===== src/sfr_pkg.sv =====
// Shared types and constants for the streaming find-and-replace block.
package sfr_pkg;

   localparam int BYTE_W = 8;
   localparam int DATA_W = 64;
   localparam int LEN_W  = 4;
   localparam int QDEPTH = 2;

   typedef enum logic [1:0] {
      REG_PATTERN_BYTES = 2'd0,
      REG_PATTERN_LEN   = 2'd1,
      REG_REPLACE_BYTES = 2'd2,
      REG_REPLACE_LEN   = 2'd3
   } reg_idx_type;

   typedef struct packed {
      logic [DATA_W-1:0] pattern_bytes;
      logic [LEN_W-1:0]  pattern_len;
      logic [DATA_W-1:0] replace_bytes;
      logic [LEN_W-1:0]  replace_len;
      logic              len_wr;
   } cfg_type;

   typedef struct packed {
      logic [DATA_W-1:0] data;
      logic [LEN_W-1:0]  count;
      logic              eot;
   } cmd_type;

endpackage


===== src/sfr_csr.sv =====
// Configuration registers with an APB-style access port and length clamping.
module sfr_csr
   import sfr_pkg::*;
#(
   parameter int MAX_PATTERN = 8,
   parameter int MAX_REPLACE = 8
) (
   input  logic              clock,
   input  logic              reset,
   input  logic              psel,
   input  logic              penable,
   input  logic              pwrite,
   input  logic [4:0]        paddr,
   input  logic [DATA_W-1:0] pwdata,
   output logic [DATA_W-1:0] prdata,
   output logic              pready,
   output cfg_type           cfg
);

   localparam int PLIM = (MAX_PATTERN < 8) ? MAX_PATTERN : 8;
   localparam int RLIM = (MAX_REPLACE < 8) ? MAX_REPLACE : 8;

   logic [DATA_W-1:0] pattern_bytes_ff;
   logic [LEN_W-1:0]  pattern_len_ff;
   logic [DATA_W-1:0] replace_bytes_ff;
   logic [LEN_W-1:0]  replace_len_ff;
   logic              wr;
   reg_idx_type       idx;

   assign pready = 1'b1;
   assign idx    = reg_idx_type'(paddr[4:3]);
   assign wr     = psel && penable && pwrite;

   always_ff @(posedge clock) begin
      if (reset) begin
         pattern_bytes_ff <= '0;
         pattern_len_ff   <= LEN_W'(1);
         replace_bytes_ff <= '0;
         replace_len_ff   <= '0;
      end else if (wr) begin
         unique case (idx)
            REG_PATTERN_BYTES: pattern_bytes_ff <= pwdata;
            REG_PATTERN_LEN:   pattern_len_ff   <= pwdata[LEN_W-1:0];
            REG_REPLACE_BYTES: replace_bytes_ff <= pwdata;
            REG_REPLACE_LEN:   replace_len_ff   <= pwdata[LEN_W-1:0];
            default: ;
         endcase
      end
   end

   always_comb begin
      unique case (idx)
         REG_PATTERN_BYTES: prdata = pattern_bytes_ff;
         REG_PATTERN_LEN:   prdata = {{(DATA_W-LEN_W){1'b0}}, pattern_len_ff};
         REG_REPLACE_BYTES: prdata = replace_bytes_ff;
         REG_REPLACE_LEN:   prdata = {{(DATA_W-LEN_W){1'b0}}, replace_len_ff};
         default:           prdata = '0;
      endcase
   end

   always_comb begin
      cfg.pattern_bytes = pattern_bytes_ff;
      cfg.replace_bytes = replace_bytes_ff;
      cfg.len_wr        = wr && (idx == REG_PATTERN_LEN);
      priority if (pattern_len_ff == '0) begin
         cfg.pattern_len = LEN_W'(1);
      end else if (pattern_len_ff > LEN_W'(PLIM)) begin
         cfg.pattern_len = LEN_W'(PLIM);
      end else begin
         cfg.pattern_len = pattern_len_ff;
      end
      if (replace_len_ff > LEN_W'(RLIM)) begin
         cfg.replace_len = LEN_W'(RLIM);
      end else begin
         cfg.replace_len = replace_len_ff;
      end
   end

endmodule


===== src/sfr_front.sv =====
// Front end: holds the lookahead window, compares against the pattern, issues commands.
module sfr_front
   import sfr_pkg::*;
#(
   parameter int WIN = 8
) (
   input  logic              clock,
   input  logic              reset,
   input  cfg_type           cfg,
   input  logic              in_valid,
   output logic              in_ready,
   input  logic [BYTE_W-1:0] in_byte,
   input  logic              in_eot,
   input  logic              q_full,
   output logic              push,
   output cmd_type           cmd
);

   localparam int FW = $clog2(WIN + 1);

   logic [BYTE_W-1:0] win_ff [WIN];
   logic [BYTE_W-1:0] win_in [WIN];
   logic [BYTE_W-1:0] wcur   [WIN];
   logic [FW-1:0]     fill_ff;
   logic [FW-1:0]     fill_in;
   logic [LEN_W-1:0]  fill_inc;
   logic [DATA_W-1:0] flush_data;
   logic              full;
   logic              match;
   logic              accept;

   assign in_ready = !q_full;
   assign accept   = in_valid && in_ready;

   always_comb begin
      for (int i = 0; i < WIN; i++) begin
         wcur[i] = (fill_ff == FW'(i)) ? in_byte : win_ff[i];
      end
      fill_inc = LEN_W'(fill_ff) + LEN_W'(1);
      full     = (fill_inc == cfg.pattern_len);
      match    = 1'b1;
      for (int i = 0; i < WIN; i++) begin
         if ((LEN_W'(i) < cfg.pattern_len) &&
             (wcur[i] != cfg.pattern_bytes[BYTE_W*i +: BYTE_W])) begin
            match = 1'b0;
         end
      end
      flush_data = '0;
      for (int i = 0; i < WIN; i++) begin
         flush_data[BYTE_W*i +: BYTE_W] = wcur[i];
      end
   end

   always_comb begin
      win_in  = wcur;
      cmd.eot = in_eot;
      priority if (full && match) begin
         cmd.data  = cfg.replace_bytes;
         cmd.count = cfg.replace_len;
         fill_in   = '0;
      end else if (full) begin
         cmd.data  = flush_data;
         cmd.count = in_eot ? cfg.pattern_len : LEN_W'(1);
         fill_in   = in_eot ? '0 : fill_ff;
         for (int i = 0; i < WIN - 1; i++) begin
            win_in[i] = wcur[i+1];
         end
      end else begin
         cmd.data  = flush_data;
         cmd.count = in_eot ? fill_inc : '0;
         fill_in   = in_eot ? '0 : FW'(fill_inc);
      end
      push = accept && ((cmd.count != '0) || in_eot);
   end

   always_ff @(posedge clock) begin
      if (reset) begin
         fill_ff <= '0;
      end else if (cfg.len_wr) begin
         fill_ff <= '0;
      end else if (accept) begin
         fill_ff <= fill_in;
      end
   end

   always_ff @(posedge clock) begin
      if (accept) begin
         win_ff <= win_in;
      end
   end

endmodule


===== src/sfr_queue.sv =====
// Short command queue between the front end and the back end.
module sfr_queue
   import sfr_pkg::*;
(
   input  logic    clock,
   input  logic    reset,
   input  logic    push,
   input  cmd_type push_cmd,
   input  logic    pop,
   output logic    full,
   output logic    head_valid,
   output cmd_type head_cmd
);

   localparam int PW = (QDEPTH > 1) ? $clog2(QDEPTH) : 1;
   localparam int CW = $clog2(QDEPTH + 1);

   cmd_type       entry_ff [QDEPTH];
   logic [PW-1:0] wr_ptr_ff;
   logic [PW-1:0] rd_ptr_ff;
   logic [CW-1:0] count_ff;

   assign full       = (count_ff == CW'(QDEPTH));
   assign head_valid = (count_ff != '0);
   assign head_cmd   = entry_ff[rd_ptr_ff];

   always_ff @(posedge clock) begin
      if (reset) begin
         wr_ptr_ff <= '0;
         rd_ptr_ff <= '0;
         count_ff  <= '0;
      end else begin
         if (push) begin
            wr_ptr_ff <= (wr_ptr_ff == PW'(QDEPTH - 1)) ? '0 : wr_ptr_ff + PW'(1);
         end
         if (pop) begin
            rd_ptr_ff <= (rd_ptr_ff == PW'(QDEPTH - 1)) ? '0 : rd_ptr_ff + PW'(1);
         end
         if (push && !pop) begin
            count_ff <= count_ff + CW'(1);
         end else if (pop && !push) begin
            count_ff <= count_ff - CW'(1);
         end
      end
   end

   always_ff @(posedge clock) begin
      if (push) begin
         entry_ff[wr_ptr_ff] <= push_cmd;
      end
   end

endmodule


===== src/sfr_back.sv =====
// Back end: expands each command into result transfers through an output register.
module sfr_back
   import sfr_pkg::*;
(
   input  logic              clock,
   input  logic              reset,
   input  logic              head_valid,
   input  cmd_type           head_cmd,
   output logic              pop,
   output logic              out_valid,
   input  logic              out_ready,
   output logic [BYTE_W-1:0] out_byte,
   output logic              out_byte_valid,
   output logic              out_run_last,
   output logic              out_text_done
);

   logic [2:0]        idx_ff;
   logic [2:0]        idx_in;
   logic              valid_ff;
   logic              valid_in;
   logic [BYTE_W-1:0] byte_ff;
   logic              byte_valid_ff;
   logic              run_last_ff;
   logic              text_done_ff;
   logic              advance;
   logic              last;
   logic              empty_cmd;

   assign empty_cmd = (head_cmd.count == '0);
   assign last      = empty_cmd || ((LEN_W'(idx_ff) + LEN_W'(1)) == head_cmd.count);
   assign advance   = head_valid && (!valid_ff || out_ready);
   assign pop       = advance && last;

   always_comb begin
      idx_in   = idx_ff;
      valid_in = valid_ff;
      if (advance) begin
         idx_in   = last ? '0 : idx_ff + 3'd1;
         valid_in = 1'b1;
      end else if (out_ready) begin
         valid_in = 1'b0;
      end
   end

   always_ff @(posedge clock) begin
      if (reset) begin
         idx_ff   <= '0;
         valid_ff <= 1'b0;
      end else begin
         idx_ff   <= idx_in;
         valid_ff <= valid_in;
      end
   end

   always_ff @(posedge clock) begin
      if (advance) begin
         byte_ff       <= empty_cmd ? '0 : head_cmd.data[{idx_ff, 3'b000} +: BYTE_W];
         byte_valid_ff <= !empty_cmd;
         run_last_ff   <= last;
         text_done_ff  <= last && head_cmd.eot;
      end
   end

   assign out_valid      = valid_ff;
   assign out_byte       = byte_ff;
   assign out_byte_valid = byte_valid_ff;
   assign out_run_last   = run_last_ff;
   assign out_text_done  = text_done_ff;

endmodule


===== src/stream_find_replace.sv =====
// Streaming find-and-replace: top level tying registers, front end, queue and back end.
// The block rewrites a byte stream, replacing each non-overlapping occurrence of a
// pattern of 1 to 8 bytes with a replacement of 0 to 8 bytes and passing all other
// bytes through; bytes still held as lookahead at the end of the string are sent
// unchanged. Ordinary text, in which a byte yields at most one result, streams at one
// byte per clock while the output is ready. A byte that completes a match, or ends the
// string, yields up to eight results, and the output register sends one result per
// cycle while the output is ready; a two-entry command queue lets input continue while
// that expansion drains, and the input stalls only once the queue is full.
module stream_find_replace
   import sfr_pkg::*;
#(
   parameter int MAX_PATTERN = 8,
   parameter int MAX_REPLACE = 8
) (
   input  logic        clock,
   input  logic        reset,
   input  logic        req_tvalid,
   output logic        req_tready,
   input  logic [7:0]  req_tdata,   // text_byte
   input  logic        req_tlast,   // end_of_text
   output logic        rsp_tvalid,
   input  logic        rsp_tready,
   output logic [7:0]  rsp_tdata,   // out_byte
   output logic        rsp_tlast,   // run_last
   output logic [1:0]  rsp_tuser,   // text_done, byte_valid
   input  logic        csr_psel,
   input  logic        csr_penable,
   input  logic        csr_pwrite,
   input  logic [4:0]  csr_paddr,
   input  logic [63:0] csr_pwdata,
   output logic [63:0] csr_prdata,
   output logic        csr_pready
);

   localparam int WIN = (MAX_PATTERN < 8) ? MAX_PATTERN : 8;

   cfg_type cfg;
   cmd_type push_cmd;
   cmd_type head_cmd;
   logic    push;
   logic    pop;
   logic    q_full;
   logic    head_valid;
   logic    byte_valid;
   logic    text_done;

   sfr_csr #(
      .MAX_PATTERN (MAX_PATTERN),
      .MAX_REPLACE (MAX_REPLACE)
   ) u_csr (
      .clock   (clock),
      .reset   (reset),
      .psel    (csr_psel),
      .penable (csr_penable),
      .pwrite  (csr_pwrite),
      .paddr   (csr_paddr),
      .pwdata  (csr_pwdata),
      .prdata  (csr_prdata),
      .pready  (csr_pready),
      .cfg     (cfg)
   );

   sfr_front #(
      .WIN (WIN)
   ) u_front (
      .clock    (clock),
      .reset    (reset),
      .cfg      (cfg),
      .in_valid (req_tvalid),
      .in_ready (req_tready),
      .in_byte  (req_tdata),
      .in_eot   (req_tlast),
      .q_full   (q_full),
      .push     (push),
      .cmd      (push_cmd)
   );

   sfr_queue u_queue (
      .clock      (clock),
      .reset      (reset),
      .push       (push),
      .push_cmd   (push_cmd),
      .pop        (pop),
      .full       (q_full),
      .head_valid (head_valid),
      .head_cmd   (head_cmd)
   );

   sfr_back u_back (
      .clock          (clock),
      .reset          (reset),
      .head_valid     (head_valid),
      .head_cmd       (head_cmd),
      .pop            (pop),
      .out_valid      (rsp_tvalid),
      .out_ready      (rsp_tready),
      .out_byte       (rsp_tdata),
      .out_byte_valid (byte_valid),
      .out_run_last   (rsp_tlast),
      .out_text_done  (text_done)
   );

   assign rsp_tuser = {text_done, byte_valid};

endmodule

===== config.mk =====
export PLATFORM = sky130hd
export DESIGN_NAME = stream_find_replace
export DESIGN_NICKNAME = d
export VERILOG_FILES = /design/src/sfr_pkg.sv /design/src/sfr_csr.sv /design/src/sfr_front.sv /design/src/sfr_queue.sv /design/src/sfr_back.sv /design/src/stream_find_replace.sv
export SDC_FILE = /design/constraint.sdc
export NUM_CORES = 1
export LEC_CHECK = 0
export BUFFER_PORTS_ARGS = -buffer_cell sky130_fd_sc_hd__buf_2
export CAP_MARGIN = 20
export CORE_AREA = 2 2 194 196
export CTS_CLUSTER_DIAMETER = 100
export DETAILED_ROUTE_END_ITERATION = 8
export DIE_AREA = 0 0 196 198
export PLACE_DENSITY = 0.71
export SYNTH_ARGS = -nofsm -noshare
export SYNTH_HDL_FRONTEND = slang
export SYNTH_SLANG_ARGS = --single-unit

===== constraint.sdc =====
create_clock -name clock -period 8.8 [get_ports clock]
set_input_delay 0.44 -clock clock [delete_from_list [all_inputs] [get_ports clock]]
set_output_delay 0.44 -clock clock [all_outputs]
set_load 0.01 [all_outputs]

# Word level (Yosys, flattened, before mapping)
# Memories as Yosys holds them, arrays and structs flattened. A register that Yosys moved wholly into a read port is not among the register bits.
# Cells that the tools add are included.
# op_classes
n_eq_ne	22
n_addsub	7
n_shift	1
reduce_logical	41
mux	41
order_cmp	10
# ops
cell	count
64-bit one-hot mux with 4 select lines	1
56-bit 2-to-1 mux	2
68-bit 2-to-1 mux	1
8-bit 2-to-1 mux	8
8-bit inequality test	8
64-bit by 7-bit indexed part select with 8-bit output	1
4-bit 2-to-1 mux	10
1-bit logical AND	19
4-bit by 3-bit equality test with 1-bit output (second input constant)	4
3-bit by 4-bit less-than comparator with 1-bit output (first input constant)	4
1-bit 2-to-1 mux	16
4-bit zero test	3
2-bit AND reduction	5
4-bit by 2-bit equality test with 1-bit output (second input constant)	2
4-bit equality test	2
4-bit > comparator (second input constant)	2
1-bit by 4-bit less-than comparator with 1-bit output (first input constant)	2
2-bit by 4-bit less-than comparator with 1-bit output (first input constant)	2
2-bit equality test (second input constant)	3
2-bit nonzero test	3
1-bit zero test	5
3-bit by 1-bit adder with 4-bit output (second input constant)	1
4-bit by 1-bit adder with 4-bit output (second input constant)	1
4-bit by 1-bit equality test with 1-bit output (second input constant)	1
other kinds (12)	16
# totals
ff_bits	223
out_inout_bits	78
mem_bits_rw	138
mem_count	1
# mem_list
name	depth	word_bits	rd	rd_clocked_by_memory_dff	wr	line	rtl
u_queue.entry_ff	2	69	1	1	1	sfr_queue.sv:18	cmd_type entry_ff [QDEPTH];

# Logic depth before layout (Yosys ltp)
# Gate-level depths: netlist of run 1.
# depth
word_depth	22
mapped_depth	18
depth_no_buf	15

# Hierarchy
# From an unflattened synthesis of run 1, not the netlist that was laid out.
# hier_totals
cells_unflattened	1921
area_unflattened_um2	20264.4
# by_module_without_submodules
module	cells_each	instances	area_each_um2
sfr_front	851	1	7119.3
sfr_csr	748	1	6759.0
sfr_queue	237	1	5228.8
sfr_back	83	1	1142.3
stream_find_replace	2	1	15.0

# Worst setup path before layout of run 1
# Ideal clock, no wire load.
# synth_path
kind	flip-flop to flip-flop
from	register u_front.fill_ff[0]
to	memory u_queue.entry_ff[0][0] (netlist name) (enable)
setup_time_ns	0.599
period_less_slack_ns	8.405
arrival_time_ns	7.806
path_slack_ns	0.395
n_path_buf	3
path_stages_with_launch	14
path_cell_list	dfxtp_1 inv_1 ha_1 or3b_1 buf_2 buf_6 a21oi_1 xnor2_1 o41ai_1 a311oi_1 or3_1 clkbuf_1 o21ai_0 a211oi_1
# synth_between
elab_chain_len	19
word_cells_on_any_way	51
# synth_lines
item	line	rtl
start: declaration	sfr_front.sv:24	logic [FW-1:0] fill_ff;
start signal: assignment	sfr_front.sv:82	fill_ff <= fill_in;
4-bit zero test	sfr_front.sv:37	wcur[i] = (fill_ff == FW'(i)) ? in_byte : win_ff[i];
8-bit 2-to-1 mux	sfr_front.sv:37	
8-bit inequality test	sfr_front.sv:44	(wcur[i] != cfg.pattern_bytes[BYTE_W*i +: BYTE_W])) begin
1-bit logical AND	sfr_front.sv:43	if ((LEN_W'(i) < cfg.pattern_len) &&
1-bit 2-to-1 mux (8 in series)	sfr_front.sv:43	
1-bit logical AND	sfr_front.sv:57	priority if (full && match) begin
68-bit 2-to-1 mux (*)	sfr_front.sv:57	
4-bit nonzero test (*)	sfr_front.sv:73	push = accept && ((cmd.count != '0) || in_eot);
1-bit logical OR (*)	sfr_front.sv:73	
1-bit logical AND (*)	sfr_front.sv:73	
1-bit 2-to-1 mux (*)	sfr_queue.sv:48	if (push) begin
1-bit 2-to-1 mux (not written as such) (*)	sfr_queue.sv:49	entry_ff[wr_ptr_ff] <= push_cmd;
end: declaration	sfr_queue.sv:18	
# Every way passes the cells marked *; elsewhere a longest branch is shown, timed or not.

# Final worst setup path of run 1
# layout_path
from	register u_front.fill_ff[0]
to	register u_queue.count_ff[1]
# layout_between
elab_chain_len	20
word_cells_on_any_way	54
# layout_lines
item	line	rtl
4-bit zero test	sfr_front.sv:37	
8-bit 2-to-1 mux	sfr_front.sv:37	
8-bit inequality test	sfr_front.sv:44	
1-bit logical AND	sfr_front.sv:43	
1-bit 2-to-1 mux (8 in series)	sfr_front.sv:43	
1-bit logical AND	sfr_front.sv:57	
68-bit 2-to-1 mux (*)	sfr_front.sv:57	
4-bit nonzero test (*)	sfr_front.sv:73	
1-bit logical OR (*)	sfr_front.sv:73	
1-bit logical AND (*)	sfr_front.sv:73	
via push	stream_find_replace.sv:41	logic push;
1-bit zero test	sfr_queue.sv:41	end else if (pop && !push) begin
1-bit logical AND	sfr_queue.sv:41	
2-bit nonzero test (no line)	-	
end signal: assignment	sfr_queue.sv:40	count_ff <= count_ff + CW'(1);
end signal: assignment	sfr_queue.sv:42	count_ff <= count_ff - CW'(1);
end: declaration	sfr_queue.sv:21	logic [CW-1:0] count_ff;
# Mark *: on every way through the listed nets, which the timed path passes. The rest lies on a longest branch.
# A chain may end at the register's enable or synchronous reset.

==> results.toml, run 1 <==
[critical_path]
worstReg2RegStart = "u_front.fill_ff[0]"
crit_path_start_kind = "register"
worstRegToRegCells = 14
timing.critical_path.fanout_max = 61
worst_ep_arrival_time_ns = 6.23
reg2reg_slack_ns = 3.03
critical_path.reg2reg.endpoint = "u_queue.count_ff[1]"
required_ns = 9.26
critPathKind = "register to register"
timing.critical_path.to_type = "register"

[sta]
report.final.slew_viol_count = 0
worst_slew_pin_slew_ns = 1.09
hold_viol_final = 0
final.period_utilization_pct = 65.6
rsz0062_at_grt = "false"
hold_ws_ns = 0.144
clock_skew_ns = 0.0143
setup_total_negative_slack_ns = 0
setup_viol = 0
timing.slew.headroom_pct = 27.0
final_critical_delay_including_setup_and_external_delays_ns = 5.77
max_clk_rate_ghz = 0.173

[die]
fp-row-count = 71
initial_core_util_pct = 49.1
io-pin-count = 163
die_height_um = 198
fp.dieArea_um2 = 38800
die_w_um = 196
core_um2 = 37000

[layout]
antenna_cells = 0
layout.nets = 2014
post_route_cells_drive_above_1_share_pct = 14.5
layout-area-overhead-vs-synth_pct = 12.8

[routing]
post-route-drc-count = 0
routedWlPerCell_um = 22.0
detailedRoute.firstIterationViolations = 1761
first_pass_detailed_route_iteration_total = 6
viasPerCell = 6.10
drt_wl_total_um = 53300
final_antenna_net_count = 0
vias = 14800

[power]
power.density_nw_per_um2 = 245
total_leakage_power_nw = 7.80
max-vdd-ir-drop_v = 0.000158

[clocking]
cts_tree = "done"
cts-root-to-sink-buffers = 3
cts.reportedPaths.clkPinSlew_ns = 0.06
post_cts_setup_buffers = 0
clock_latency_on_the_worst_skew_pair_ns = 0.54
post_cts.resized_instances = 0
cts_hold_repair.buffers = 0
number_of_h_tree_branching_levels = 2
numCtsBuffers = 39
cts.sink_count = 362
clk_root_buf = "clkbuf_16"

[grt]
maximum_number_of_pins_on_one_net_before_global_route_repair = 80
first_global_vias = 14000
grt_first_pass_wirelength_um = 81500
grt-ovfl-total = 0
initial_antenna_violation_count = 1
groute.usage.overall_pct = 27.1

[worst_hold_path]
min_path_type = "input pin to register"
hp-start = "csr_pwdata[26]"
min_path_cells = 3
hold-path-endpoint = "u_csr.pattern_bytes_ff[26]"

[placed_design]
io_buffers = 158
finalWeightedCongestion = 0.925
dpl.hpwl_um = 35700

[yosys]
synth-seq-cells = 362
syn-cell-area_um2 = 18200
synth_enable_flop_cells = 213
synth-main-ff-cell = "edfxtp_1"
synth_warnings = 0
postSynth.asyncResetShare_pct = 0
ys_seq_area_share_pct = 51.6
syn_area_per_cell_um2 = 9.89
synthCells = 1837
synth.net_count = 1928
netlist-cell-type-count = 71

[outcome]
status = "finished clean"

[run]
cap_viol_max_count = 0
[per-stage QoR]
stage | total power (W) | cell area, um^2 | setup slack (ns) | util [%] | std cells
2_1_floorplan | 0.00300 | 18200 | 0.395 | - | 1837
3_3_place_gp | 0.00330 | 19100 | 2.89 | 51.8 | 2354
3_5_place_dp | 0.00334 | 19100 | 2.73 | 51.8 | 2354
4_1_cts | 0.00502 | 20500 | 2.73 | 55.3 | 2425
5_1_grt | 0.00520 | 20500 | 2.74 | 55.4 | 2427
6_report | 0.00501 | 20500 | 3.03 | 55.4 | 2427
[cells in the mapped netlist (all sizes together) (5+ instances only)]
master	number	area, um^2
a211oi	12	90.1
a21oi	213	1070
a221oi	5	43.8
a22o	5	43.8
a22oi	5	37.5
a31oi	22	138
buf	39	235
clkbuf	97	364
dfxtp	149	2980
edfxtp	213	6400
ha	6	75.1
inv	65	244
mux2i	143	1440
mux4	20	450
nand2	319	1200
nand2b	7	43.8
nand3	11	55.1
nor2	181	679
nor2b	17	106
nor3	13	65.1
nor3b	9	87.6
nor4	13	81.3
o2111ai	5	43.8
o21ai	23	115
o221a	48	541
o221ai	20	175
o22ai	26	163
or3	52	325
xnor2	20	175
xor2	18	158
[cell families after synthesis]
family	synth area share, %
and+or+nand+nor	15.6
adders and majority gates	0.413
xor gates and xnor gates	1.83
muxes	10.6
buffers and inverters	4.66
other	0.0206
DFF	51.6
AOI/OAI and AO/OA	15.3
[flip-flops by register name (all words and copies together), names as in the netlist, named ones only]
name                    cells
u_queue.entry_ff          138
u_csr.pattern_bytes_ff     64
u_csr.replace_bytes_ff     64
u_front.win_ff             64
u_back.out_byte             8
u_csr.pattern_len_ff        4
u_csr.replace_len_ff        4
u_front.fill_ff             4
u_back.idx_ff               3
u_queue.count_ff            2
u_back.out_byte_valid       1
u_back.out_run_last         1
u_back.out_text_done        1
u_back.out_valid            1
u_queue.rd_ptr_ff           1
u_queue.wr_ptr_ff           1
[worst max-delay path, cell delays in order (launching register included)]
cell,delay (ns)
dfxtp_1,0.39
inv_1,0.16
ha_1,0.34
nor3b_2,0.77
nor3b_1,0.11
nor4_1,0.31
o2111ai_1,0.23
o41ai_1,0.56
a311oi_1,0.29
or3_4,0.70
o21ai_0,0.71
a21oi_1,0.22
ha_1,0.38
or3_1,0.37
a21oi_1,0.13
[power by group]
group	internal (W)	leakage [nW]	switching, W
sequential	0.00216	3.21	0.000143
clock	0.00101	0.632	0.000674
combinational	0.000395	3.96	0.000631
[layer usage]
| metal | routed length [um] | up-vias | global-route usage (%) |
|---|---|---|---|
| met5 | 18 | - | 0 |
| met4 | 1900 | 2 | 10.7 |
| met3 | 4220 | 112 | 4.28 |
| met2 | 24400 | 704 | 42.7 |
| met1 | 22800 | 7173 | 37.7 |
| li1 | - | 6815 | - |
[placed cells by master (no fill, tap or decap), drive strengths merged, types with 51 or more instances in the layout]
cell type / instances
a21oi: 213
buf: 181
clkbuf: 51
dfxtp: 149
edfxtp: 213
inv: 66
mux2i: 143
nand2: 319
nor2: 181
or3: 52
[worst max path at each step]
stage	from	endpoint	slack [ns]	depth (start not counted)
after floorplan	u_front.fill_ff[0]	u_queue.entry_ff[0][0]	0.40	13
final	u_front.fill_ff[0]	u_queue.count_ff[1]	3.03	14
after CTS	u_front.fill_ff[0]	u_queue.entry_ff[1][39]	2.73	12
after detailed placement	u_front.fill_ff[0]	u_queue.entry_ff[1][45]	2.73	12
after global routing	u_front.fill_ff[0]	u_queue.count_ff[1]	2.74	14
after global placement	u_front.fill_ff[0]	u_queue.entry_ff[1][37]	2.89	12
[cell type report]
type | instances | area (um^2)
well taps | 474 | 593
multi-input cells | 1273 | 7970
fillers | 3244 | 16500
inverters | 66 | 248
repair buffers | 181 | 985
clock inverters | 20 | 230
clock buffers | 51 | 1070
flip-flops and latches | 362 | 9380
Note: power is estimated with default switching activity, not from simulation.
==> inputs of run 2 (changes only) <==
--- a/config.mk
+++ b/config.mk
@@ -5,13 +5,14 @@
 export SDC_FILE = /design/constraint.sdc
 export NUM_CORES = 1
 export LEC_CHECK = 0
+export ABC_AREA = 1
 export BUFFER_PORTS_ARGS = -buffer_cell sky130_fd_sc_hd__buf_2
 export CAP_MARGIN = 20
-export CORE_AREA = 2 2 194 196
+export CORE_AREA = 2 2 192 194
 export CTS_CLUSTER_DIAMETER = 100
 export DETAILED_ROUTE_END_ITERATION = 8
-export DIE_AREA = 0 0 196 198
-export PLACE_DENSITY = 0.71
+export DIE_AREA = 0 0 194 196
+export PLACE_DENSITY = 0.68
 export SYNTH_ARGS = -nofsm -noshare
 export SYNTH_HDL_FRONTEND = slang
 export SYNTH_SLANG_ARGS = --single-unit
==> constraint.sdc (replaced) <==
create_clock -name clock -period 5.86 [get_ports clock]
set_input_delay 0.293 -clock clock [delete_from_list [all_inputs] [get_ports clock]]
set_output_delay 0.293 -clock clock [all_outputs]
set_load 0.01 [all_outputs]
==> results.toml, run 2 <==
[outcome]
status = "finished clean"

[die]
fp.dieArea_um2 = 38000
die_w_um = 194
io-pin-count = 163
fp-row-count = 70
initial_core_util_pct = 49.1
die_height_um = 196
core_um2 = 36100

[yosys]
muxShareOfSynthArea_pct = 0.904
synth_warnings = 0
synth_simple_gate_area_share_pct = 19.6
synth_enable_flop_cells = 213
post_synth_most_frequent_cells = "509 x nand2_1, 226 x o21ai_0, 214 x inv_1"
synth_adder_area_share_pct = 0.424
netlist-cell-type-count = 39
synth-seq-cells = 362
ys_seq_area_share_pct = 53.0
synthDominantCellAreaShare_pct = 36.1
synth-compound-area-share_pct = 17.4
synth_most_common_cell = "nand2_1"
synthCells = 2158
synth.net_count = 2249
syn-cell-area_um2 = 17700
syn_area_per_cell_um2 = 8.21
post-synth-top-area-cell = "edfxtp_1"
synth-main-ff-cell = "edfxtp_1"
synth_top_family_by_area = "simple AND/OR/NAND/NOR gates"
synth_xor_area_share_pct = 0.544
post_synth_main_area_contributors = "edfxtp_1 36%, dfxtp_1 17%, nand2_1 11%"
postSynth.asyncResetShare_pct = 0

[layout]
regMostFlops = "u_queue.entry_ff"
post_route_cells_drive_above_1_share_pct = 11.9
antenna_cells = 0
layout-area-overhead-vs-synth_pct = 13.4
layout.nets = 2346
max_ffs_per_register = 138
commonest_cells_after_routing_fill_and_taps_aside = "509 x nand2_1, 226 x o21ai_0, 213 x edfxtp_1"
mostFrequentLayoutCell = "nand2_1"
layout.core_utilization_pct = 55.7

[clocking]
post_cts.resized_instances = 0
cts.sink_count = 362
number_of_h_tree_branching_levels = 2
cts-root-to-sink-buffers = 3
cts_hold_repair.buffers = 4
cts.reportedPaths.clkPinSlew_ns = 0.06
clock_latency_on_the_worst_skew_pair_ns = 0.54
clk_root_buf = "clkbuf_16"
numCtsBuffers = 40
post_cts_setup_buffers = 0
cts_tree = "done"

[power]
power_report.internal_total_w = 0.00598
switching_share_pct = 36.6
power.share.sequential_pct = 39.4
total_switching_power_w = 0.00345
power_frac_comb_pct = 33.3
power.density_nw_per_um2 = 470
max-vdd-ir-drop_v = 0.000240
pwr-share-clk_pct = 27.3
total_leakage_power_nw = 8.20

[critical_path]
timing.critical_path.fanout_max = 38
reg2reg_slack_ns = 0.98
required_ns = 6.06
worstReg2RegStart = "u_front.fill_ff[0]"
crit_path_start_kind = "register"
worstRegToRegCells = 18
critical_path.reg2reg.endpoint = "u_queue.entry_ff[0][29]"
timing.critical_path.to_type = "register"
critPathKind = "register to register"
worst_ep_arrival_time_ns = 5.08

[sta]
clock_skew_ns = 0.0238
final.period_utilization_pct = 83.2
timing.slew.headroom_pct = 33.0
max_clk_rate_ghz = 0.205
setup_total_negative_slack_ns = 0
worst_slew_pin_slew_ns = 1.00
hold_viol_final = 0
setup_viol = 0
report.final.slew_viol_count = 0
final_critical_delay_including_setup_and_external_delays_ns = 4.88
rsz0062_at_grt = "false"

[routing]
drt_wl_total_um = 56100
first_pass_detailed_route_iteration_total = 7
wl_met3_um = 5220
final_antenna_net_count = 0
wl_met2_um = 25300
post-route-drc-count = 0
viasPerCell = 5.75
detailedRoute.firstIterationViolations = 1867
vias = 15800
drt-met1-wl_um = 23100
route.top_layer_used = "met4"
routedWlPerCell_um = 20.4

[run]
cap_viol_max_count = 0

[grt]
groute.usage.overall_pct = 28.9
grt-ovfl-total = 0
first_global_vias = 14700
initial_antenna_violation_count = 1
maximum_number_of_pins_on_one_net_before_global_route_repair = 73
grt_first_pass_wirelength_um = 84200

[worst_hold_path]
hold-path-endpoint = "u_csr.replace_bytes_ff[53]"
hp-start = "csr_pwdata[53]"
min_path_type = "input pin to register"
min_path_cells = 3

[placed_design]
io_buffers = 158
finalWeightedCongestion = 0.918
dpl.hpwl_um = 38500
-- run 2: cell count changes in the layout (fill, tap and decap cells not counted), sizes merged, moves of 48 or more --
cell   previous run  this run
or3              52         0
nand3            11       133
nand2           319       514
o221a            48         0
o21ai            23       263
mux2i           143        16
inv              66       220
-- run 2: stage by stage --
stage	setup slack, ns	std cells	area, um^2	power, W	hold WS, ns
after CTS	1.05	2753	20100	0.00939	0.0194
after global placement	1.18	2677	18700	0.00673	0.429
final	0.983	2753	20100	0.00944	0.0406
after global routing	0.592	2753	20100	0.00992	0.0411
after detailed placement	1.09	2677	18700	0.00682	0.448
after floorplan	0.204	2158	17700	0.00582	0.365
-- run 2: per-layer routing --
layer	vias up	GRT usage, %
li1	7549	-
met1	7401	39.2
met2	768	45.2
met3	119	5.43
met4	0	12.8
met5	-	0
-- run 2: worst max path at each step --
stage / start / endpoint / slack [ns] / depth (start not counted)
global route: u_front.fill_ff[1] / u_queue.entry_ff[0][31] / 0.59 / 19
floorplan: u_front.fill_ff[0] / u_queue.entry_ff[0][0] / 0.20 / 21
global placement: u_front.fill_ff[1] / u_queue.entry_ff[0][25] / 1.18 / 19
finish: u_front.fill_ff[0] / u_queue.entry_ff[0][29] / 0.98 / 18
CTS: u_front.fill_ff[1] / u_queue.entry_ff[0][36] / 1.05 / 19
detailed placement: u_front.fill_ff[1] / u_queue.entry_ff[0][33] / 1.09 / 19
-- run 2: cell type report --
type | instances | area [um^2]
Tap cell | 468 | 586
Clock buffer | 53 | 1100
Fill cell | 3331 | 16000
Multi-Input combinational cell | 1441 | 6900
Inverter | 223 | 841
Clock inverter | 19 | 228
Sequential cell | 362 | 9380
Timing Repair Buffer | 187 | 1060
-- run 2: power by group through the flow --
stage	combinational [W]	sequential, W	clock (W)
6_report	0.00315	0.00372	0.00258
5_1_grt	0.00346	0.00376	0.00270
4_1_cts	0.00308	0.00371	0.00260
3_5_place_dp	0.00306	0.00376	0
3_3_place_gp	0.00299	0.00374	0
2_1_floorplan	0.00209	0.00374	0
-- run 2: worst max-delay path: stages (launching register included) --
cell     delay (ns)
dfxtp_1        0.40
ha_1           0.58
nand2_2        0.33
o21ai_0        0.55
nand2_1        0.10
nand2_1        0.09
nor2_1         0.04
nand2_1        0.06
nor2_1         0.06
nand2_1        0.07
nand3_2        0.15
nand3_4        0.35
nand2_1        0.09
nand2_1        0.15
nor2_1         0.06
nand2_1        0.14
nand2_1        0.13
nor2_4         0.79
buf_12         0.33
-- run 2: cell families (layout without fill, tap and decap cells) --
kind of cell,count (synthesis),count (layout)
XOR/XNOR,11,11
buffers and inverters,355,482
adder cells (fa/ha/maj),6,6
flip-flops,362,362
AO/OA/AOI/OAI,572,572
AND/OR/NAND/NOR,835,835
multiplexers,16,16
other,1,1
